<file path="config.mk">
export PLATFORM = sky130hd
export DESIGN_NAME = integer_to_ascii_digits
export DESIGN_NICKNAME = d
export VERILOG_FILES = /design/src/rtl/core/itoa_pkg.sv /design/src/rtl/core/integer_to_ascii_digits.sv /design/src/rtl/core/itoa_cvt.sv
export VERILOG_INCLUDE_DIRS = /design/src /design/src/rtl/core
export SDC_FILE = /design/constraint.sdc
export NUM_CORES = 1
export LEC_CHECK = 0
export BUFFER_PORTS_ARGS = -buffer_cell sky130_fd_sc_hd__buf_2
export CAP_MARGIN = 20
export CELL_PAD_IN_SITES_DETAIL_PLACEMENT = 2
export CELL_PAD_IN_SITES_GLOBAL_PLACEMENT = 2
export CORE_UTILIZATION = 37
export DETAILED_ROUTE_END_ITERATION = 8
export PLACE_DENSITY_LB_ADDON = 0.1
export SLEW_MARGIN = 20
export SYNTH_ARGS = -nofsm -noshare
export SYNTH_HDL_FRONTEND = slang
export SYNTH_HIERARCHICAL = 1
export SYNTH_SLANG_ARGS = --single-unit
</file>
<file path="constraint.sdc">
create_clock -name clock -period 3.25 [get_ports clock]
set_input_delay 0.325 -clock clock [delete_from_list [all_inputs] [get_ports clock]]
set_output_delay 0.325 -clock clock [all_outputs]
set_load 0.01 [all_outputs]
</file>
<file path="src/rtl/core/assert_macros.svh">
// Assertion macros used by the top-level RTL file of the digit converter.
`ifndef ASSERT_MACROS_SVH
`define ASSERT_MACROS_SVH
`ifndef NO_ASSERTIONS
// Check a property on the rising edge of clk, ignored while rst is high.
`define ASSERT_PROP(label, clk, rst, prop, msg) \
   label: assert property (@(posedge clk) disable iff (rst) prop) else $error(msg);
// Check that b holds in the same cycle as a.
`define ASSERT_IMPLIES(label, clk, rst, a, b, msg) \
   label: assert property (@(posedge clk) disable iff (rst) (a) |-> (b)) else $error(msg);
`else
`define ASSERT_PROP(label, clk, rst, prop, msg)
`define ASSERT_IMPLIES(label, clk, rst, a, b, msg)
`endif
`endif

</file>
<file path="src/rtl/core/itoa_pkg.sv">
// Types, constants and helper functions of the integer to ASCII digit converter.
`default_nettype none
package itoa_pkg;

   localparam int VALUE_WIDTH = 64;
   localparam int DIGIT_WIDTH = 4;
   localparam int DEC_DIGITS  = 20;
   localparam int HEX_DIGITS  = (VALUE_WIDTH + DIGIT_WIDTH - 1) / DIGIT_WIDTH;
   localparam int BCD_WIDTH   = DEC_DIGITS * DIGIT_WIDTH;
   localparam int BIT_CNT_W   = $clog2(VALUE_WIDTH);
   localparam int IDX_W       = $clog2(DEC_DIGITS);
   localparam int SEL_W       = $clog2(BCD_WIDTH);
   localparam int CHAR_W      = 7;

   localparam logic [CHAR_W-1:0] ASCII_ZERO = 7'h30;
   localparam logic [CHAR_W-1:0] ASCII_UPPER_A = 7'h41;
   localparam logic [DIGIT_WIDTH-1:0] DIGIT_NINE = 4'd9;
   localparam logic [DIGIT_WIDTH-1:0] DIGIT_TEN = 4'd10;

   // Radix select codes
   localparam logic OP_DECIMAL = 1'b0;
   localparam logic OP_HEX     = 1'b1;

   // Commands from the sequencer to the conversion unit
   typedef struct packed {
      logic load;
      logic shift;
      logic hex;
   } cvt_ctrl_type;

   // Map one digit (0..15) to its ASCII code, upper-case letters above nine
   function automatic logic [CHAR_W-1:0] digit_to_ascii(input logic [DIGIT_WIDTH-1:0] d);
      logic [CHAR_W-1:0] code;
      if (d > DIGIT_NINE) begin
         code = ASCII_UPPER_A + CHAR_W'(d - DIGIT_TEN);
      end else begin
         code = ASCII_ZERO + CHAR_W'(d);
      end
      return code;
   endfunction

endpackage
`default_nettype wire

</file>
<file path="src/rtl/core/integer_to_ascii_digits.sv">
// Top level: sequencer and character emitter of the integer to ASCII converter.
//
//   channel   ports                                  handshake
//   request   req_value, req_operation               start high while busy low
//   response  rsp_character, rsp_last                rsp_strobe, one cycle each
//
// Decimal: a load step, then conversion steps that each shift one bit of the value
// through the add-3 unit, then a scan of the 20 digits, leading zeros skipped.
// Hex: a load step and a scan of the 16 hex digits.
// Each character leaves from output registers in the cycle after its scan step.
// Synchronous reset returns the sequencer to idle and drops the strobe.
// The receiver cannot stall; busy holds off new transactions while one is in work.
`default_nettype none
`include "assert_macros.svh"
module integer_to_ascii_digits (
   input  wire logic                             clock,
   input  wire logic                             reset,
   input  wire logic                             start,
   output logic                                  busy,
   input  wire logic [itoa_pkg::VALUE_WIDTH-1:0] req_value,
   input  wire logic                             req_operation,
   output logic                                  rsp_strobe,
   output logic [itoa_pkg::CHAR_W-1:0]           rsp_character,
   output logic                                  rsp_last
);
   import itoa_pkg::*;

   localparam logic [1:0] ST_IDLE = 2'd0;
   localparam logic [1:0] ST_CONV = 2'd1;
   localparam logic [1:0] ST_EMIT = 2'd2;

   logic [1:0]           state_ff, state_in;
   logic [BIT_CNT_W-1:0] count_ff, count_in;
   logic [IDX_W-1:0]     idx_ff, idx_in;
   logic                 started_ff, started_in;
   logic                 strobe_ff, strobe_in;
   logic [CHAR_W-1:0]    char_ff, char_in;
   logic                 last_ff, last_in;

   cvt_ctrl_type         ctrl;
   logic [BCD_WIDTH-1:0] digits;
   logic [DIGIT_WIDTH-1:0] cur_digit;
   logic                 emit_now;

   itoa_cvt u_cvt (
      .clock  (clock),
      .ctrl   (ctrl),
      .value  (req_value),
      .digits (digits)
   );

   // Select the digit under the scan pointer
   assign cur_digit = digits[{idx_ff, 2'b00} +: DIGIT_WIDTH];
   assign emit_now  = (cur_digit != '0) || started_ff || (idx_ff == '0);

   // Sequence load, conversion and digit scan
   always_comb begin
      state_in   = state_ff;
      count_in   = count_ff;
      idx_in     = idx_ff;
      started_in = started_ff;
      strobe_in  = 1'b0;
      char_in    = char_ff;
      last_in    = 1'b0;
      ctrl.load  = 1'b0;
      ctrl.shift = 1'b0;
      ctrl.hex   = (req_operation == OP_HEX);
      unique case (state_ff)
         ST_IDLE: begin
            if (start) begin
               ctrl.load  = 1'b1;
               started_in = 1'b0;
               count_in   = '0;
               if (req_operation == OP_HEX) begin
                  idx_in   = IDX_W'(HEX_DIGITS - 1);
                  state_in = ST_EMIT;
               end else begin
                  state_in = ST_CONV;
               end
            end
         end
         ST_CONV: begin
            ctrl.shift = 1'b1;
            count_in   = count_ff + 1'b1;
            if (count_ff == BIT_CNT_W'(VALUE_WIDTH - 1)) begin
               idx_in   = IDX_W'(DEC_DIGITS - 1);
               state_in = ST_EMIT;
            end
         end
         ST_EMIT: begin
            if (emit_now) begin
               strobe_in  = 1'b1;
               char_in    = digit_to_ascii(cur_digit);
               last_in    = (idx_ff == '0);
               started_in = 1'b1;
            end
            if (idx_ff == '0) begin
               state_in = ST_IDLE;
            end else begin
               idx_in = idx_ff - 1'b1;
            end
         end
         default: begin
            state_in = ST_IDLE;
         end
      endcase
   end

   always_ff @(posedge clock) begin
      if (reset) begin
         state_ff   <= ST_IDLE;
         strobe_ff  <= 1'b0;
         last_ff    <= 1'b0;
         started_ff <= 1'b0;
      end else begin
         state_ff   <= state_in;
         strobe_ff  <= strobe_in;
         last_ff    <= last_in;
         started_ff <= started_in;
      end
   end

   // Payload registers hold without reset
   always_ff @(posedge clock) begin
      count_ff <= count_in;
      idx_ff   <= idx_in;
      char_ff  <= char_in;
   end

   assign busy          = (state_ff != ST_IDLE);
   assign rsp_strobe    = strobe_ff;
   assign rsp_character = char_ff;
   assign rsp_last      = last_ff;

   `ASSERT_PROP(a_strobe_from_emit, clock, reset, rsp_strobe |-> $past(state_ff == ST_EMIT), "strobe without scan step")
   `ASSERT_IMPLIES(a_last_has_strobe, clock, reset, rsp_last, rsp_strobe, "last flag without strobe")
   `ASSERT_PROP(a_start_sets_busy, clock, reset, (start && !busy) |=> busy, "accepted transaction did not raise busy")
   `ASSERT_PROP(a_final_digit_sent, clock, reset, (state_ff == ST_EMIT && idx_ff == '0) |=> (rsp_strobe && rsp_last), "final digit not sent with last")

endmodule
`default_nettype wire

</file>
<file path="src/rtl/core/itoa_cvt.sv">
// Shift-and-add-3 binary to BCD unit; loads hex nibbles directly.
`default_nettype none
module itoa_cvt (
   input  wire logic                           clock,
   input  wire itoa_pkg::cvt_ctrl_type         ctrl,
   input  wire logic [itoa_pkg::VALUE_WIDTH-1:0] value,
   output logic [itoa_pkg::BCD_WIDTH-1:0]      digits
);
   import itoa_pkg::*;

   logic [VALUE_WIDTH-1:0] bin_ff;
   logic [VALUE_WIDTH-1:0] bin_in;
   logic [BCD_WIDTH-1:0]   bcd_ff;
   logic [BCD_WIDTH-1:0]   bcd_in;
   logic [BCD_WIDTH-1:0]   bcd_adj;

   // Add three to every BCD digit of five or more before the shift
   always_comb begin
      for (int i = 0; i < DEC_DIGITS; i++) begin
         if (bcd_ff[i*DIGIT_WIDTH +: DIGIT_WIDTH] >= DIGIT_WIDTH'(5)) begin
            bcd_adj[i*DIGIT_WIDTH +: DIGIT_WIDTH] =
               bcd_ff[i*DIGIT_WIDTH +: DIGIT_WIDTH] + DIGIT_WIDTH'(3);
         end else begin
            bcd_adj[i*DIGIT_WIDTH +: DIGIT_WIDTH] = bcd_ff[i*DIGIT_WIDTH +: DIGIT_WIDTH];
         end
      end
   end

   // Load the operand, or shift one binary bit into the BCD word
   always_comb begin
      bin_in = bin_ff;
      bcd_in = bcd_ff;
      if (ctrl.load) begin
         bin_in = value;
         if (ctrl.hex) begin
            bcd_in = {{(BCD_WIDTH-VALUE_WIDTH){1'b0}}, value};
         end else begin
            bcd_in = '0;
         end
      end else if (ctrl.shift) begin
         bin_in = {bin_ff[VALUE_WIDTH-2:0], 1'b0};
         bcd_in = {bcd_adj[BCD_WIDTH-2:0], bin_ff[VALUE_WIDTH-1]};
      end
   end

   always_ff @(posedge clock) begin
      bin_ff <= bin_in;
      bcd_ff <= bcd_in;
   end

   assign digits = bcd_ff;

endmodule
`default_nettype wire
</file>
==> impl_metrics.ini <==
[outcome]
status = completed

[setup_path]
timing.reg2reg.setup_slack_ps = 150
critPathMaxFanout = 12
crit_slowest_cell = sky130_fd_sc_hd__edfxtp_1
worst_setup_path_start_kind = register
crit_path_max_incr_delay_ps = 630
worst-path-buf-inv = 0
setup.worst_path.end_class = register
cp_data_required_time_ps = 3420
critical_path.most_common_cell = sky130_fd_sc_hd__nand3_1
critPathKind = register to register
cp_cell_sequence = nor2_1, a21oi_1, nand3_1, nand3_1, ha_1, or2_2, or2_1, a221o_1
family_with_the_most_delay_on_the_worst_path = simple AND/OR/NAND/NOR gates
worst_ep_arrival_time_ps = 3270

[route]
post-route-drc-count = 0
final_antenna_net_count = 0
routed_via_density = 5.529
routed-via-count = 7685
routed_wirelength_mm = 28.62
average_detailed_routed_wire_length_per_instance_um = 20.59
drtPass1Iterations = 4
drt-initial-drc-count = 370

[timing]
setup_repair_after_global_routing_missed_its_margin = false
time_the_final_worst_path_needs_with_i_o_delays_and_setup_ps = 3099
final_hold_viol_count = 0
worst_pin_slew_ps = 870.3
maxSlewHeadroom_pct = 41.37
fmax_mhz = 322.7
timing_max_transition_violations_final = 0
worst_clock_skew_ps = 12.76
setup_tns_ps = 0
setup_violations_final = 0
finalCritPeriodShare_pct = 95.34
final.setup.worst_slack_ps = 151.4

[yosys]
post_synth_instance_area_mm2 = 0.01031
synth_seq_cells = 167
synth-seq-area-share_pct = 48.15
synth_area_leaders = sky130_fd_sc_hd__edfxtp_1 47%, sky130_fd_sc_hd__mux2_2 7.9%, sky130_fd_sc_hd__ha_1 6.3%, sky130_fd_sc_hd__nand3_1 4.9%, sky130_fd_sc_hd__mux2i_1 2.9%
postSynth.topFlopCell = sky130_fd_sc_hd__edfxtp_1
synthesis.instances = 941
synth_async_sr_flop_share_pct = 0
most_numerous_cell_types_in_the_synthesized_netlist = 162 x sky130_fd_sc_hd__edfxtp_1, 100 x sky130_fd_sc_hd__nand3_1, 72 x sky130_fd_sc_hd__mux2_2
ys_warn_count = 6
most_frequent_cell_after_synthesis = sky130_fd_sc_hd__edfxtp_1
yosysUniqueCellTypes = 52
syn_area_per_cell_um2 = 10.96
synth_largest_type_area_fraction_pct = 47.18
netlist.top_cell.by_area = sky130_fd_sc_hd__edfxtp_1
mappedNetlistNets = 1061
number_of_synthesized_flops_with_an_enable_pin = 162

[grt]
grt.overflow.total = 0
use_met1_pct = 26.54
grt_antenna_before_repair = 0
largest_net_degree_at_the_start_of_global_routing = 103
number_of_global_route_vias_before_repair = 8469
gr-usage-all-layers_pct = 20.62
wire_length_of_the_first_global_routing_pass_mm = 46.09
met3_track_utilization_from_global_routing_pct = 2.736
globalRoute.busiestLayer = met2
grt_use_met2_pct = 36.40

[place]
place_ws_ps = 40.01
hpwlAfterDp_mm = 19.75
port_buffers = 77
gp_congestion = 0.7687

[clocking]
cts_max_path_buffers = 2
cts-hold-fix-buffers = 0
later_pin_clock_latency_in_the_skew_report_ps = 430
cts.reportedPaths.clkPinSlew_ps = 70
cts-root-buf = sky130_fd_sc_hd__clkbuf_16
tritoncts = built
cts_sinks = 167
h-tree-depth = 4
cts_made_buffers = 17

[power_and_ir_drop]
power.switching_fraction_pct = 41.98
p_switching_mw = 5.720
internal_power_summed_over_all_cells_mw = 7.905
power_leakage_nw = 4.455
share_clk_of_total_power_pct = 14.6
sequentialPowerShare_pct = 39.0
power_density_mw_per_mm2 = 1169
power_frac_comb_pct = 46.4
vdd_ir_drop_max_mv = 0.4686

[finish]
nets = 1126
drive_above_1_share_pct = 20.14
areaGrowthSynthToFinish_pct = 13.07
antenna-diode-count = 0

[floorplan]
start_util_pct = 37.94
ioPinCount = 78
die_h_um = 168.9
core_mm2 = 0.02718
fp.dieArea_mm2 = 0.02854
placementRows = 60
die_x_um = 168.9

[job]
max_cap_violations = 0

[hold_path]
holdCritPathClass = primary input to register
## cells by family after synthesis
group | after synthesis | share of synthesized area, %
AOI/OAI and AO/OA | 177 | 11.65
xor gates and xnor gates | 12 | 1.019
adders and majority gates | 52 | 6.310
buffers and inverters | 108 | 4.708
DFF | 167 | 48.15
muxes | 108 | 12.20
and+or+nand+nor | 317 | 15.97
## through the flow
stage / power [mW] / util, % / hold WS [ps] / cell area [µm²] / instances
finish: 13.63 / 42.90 / 120.4 / 11660 / 1390
global route: 14.64 / 42.90 / 116.5 / 11660 / 1390
CTS: 13.74 / 42.77 / 101.3 / 11620 / 1388
detailed placement: 11.59 / 40.74 / 523.2 / 11070 / 1357
global placement: 11.27 / 40.74 / 526.0 / 11070 / 1357
floorplan: 9.530 / - / 397.4 / 10310 / 941
## layout by cell type, fill, tap and decap left out, types with 5 or more instances in the layout
master                         n
sky130_fd_sc_hd__nand3b_1     16
sky130_fd_sc_hd__mux2i_1      30
sky130_fd_sc_hd__a21oi_1      36
sky130_fd_sc_hd__or4_1        17
sky130_fd_sc_hd__nor3b_1      17
sky130_fd_sc_hd__inv_1        60
sky130_fd_sc_hd__ha_1         52
sky130_fd_sc_hd__mux2_2       72
sky130_fd_sc_hd__edfxtp_1    162
sky130_fd_sc_hd__a22oi_1       7
sky130_fd_sc_hd__nor2_1       52
sky130_fd_sc_hd__nand2b_1     18
sky130_fd_sc_hd__o211ai_1      7
sky130_fd_sc_hd__a32oi_1      12
sky130_fd_sc_hd__buf_2        77
sky130_fd_sc_hd__clkbuf_16    17
sky130_fd_sc_hd__xnor2_1       7
sky130_fd_sc_hd__buf_4        12
sky130_fd_sc_hd__a211oi_1     12
sky130_fd_sc_hd__xor2_1        5
sky130_fd_sc_hd__nor2b_1      19
sky130_fd_sc_hd__nand2_1      55
sky130_fd_sc_hd__a2111o_1     14
sky130_fd_sc_hd__o31ai_1      14
sky130_fd_sc_hd__nand3_1     100
sky130_fd_sc_hd__o21ai_0      51
sky130_fd_sc_hd__dfxtp_1       5
sky130_fd_sc_hd__clkinvlp_4    6
## sequential cells by signal, indices dropped and copies added, names as in the netlist
signal	cells
rsp_strobe	1
rsp_last	1
rsp_character	7
idx_ff	5
u_cvt/digits	80
state_ff	2
count_ff	6
u_cvt/bin_ff	64
started_ff	1
## layer usage
layer,up-vias,part of all wire [%]
li1,3670,-
met1,3906,47
met2,90,50
met3,19,1.9
met4,0,1.1
met5,-,0
## repair_timing
action                                  4_1_cts  5_1_grt
endpoints found under the setup margin        0        9
setup buffers                                 0        2
resized for setup                             0        4
## power groups by stage
stage          sequential [mW]  combinational, mW  clock (mW)
2_1_floorplan             4.84               4.69           0
5_1_grt                   5.47               7.05        2.12
4_1_cts                   5.34               6.34        2.06
3_5_place_dp              5.36               6.23           0
3_3_place_gp              5.32               5.95           0
6_report                  5.31               6.32        1.99
## cell type report
type,count,area (µm²)
fill,2898,15520
sequential,167,4965
multi-input combinational,666,4885
timing repair buffer,93,555.5
tap,372,465.4
clock buffer,18,429.2
inverter,61,236.5
clock inverter,13,122.6
## path summary, 6_finish.rpt
kind,depth (start not counted),start,endpoint
worst max-delay path,8,idx_ff[1]$_DFFE_PP_,rsp_character[4]$_SDFFCE_PP1P_
worst min-delay path,2,reset,state_ff[0]$_SDFFE_PP0P_
worst max register to register,8,idx_ff[1]$_DFFE_PP_,rsp_character[4]$_SDFFCE_PP1P_
worst min register to register,2,started_ff$_SDFFE_PP0P_,started_ff$_SDFFE_PP0P_
Note: power is estimated with default switching activity, not from simulation.
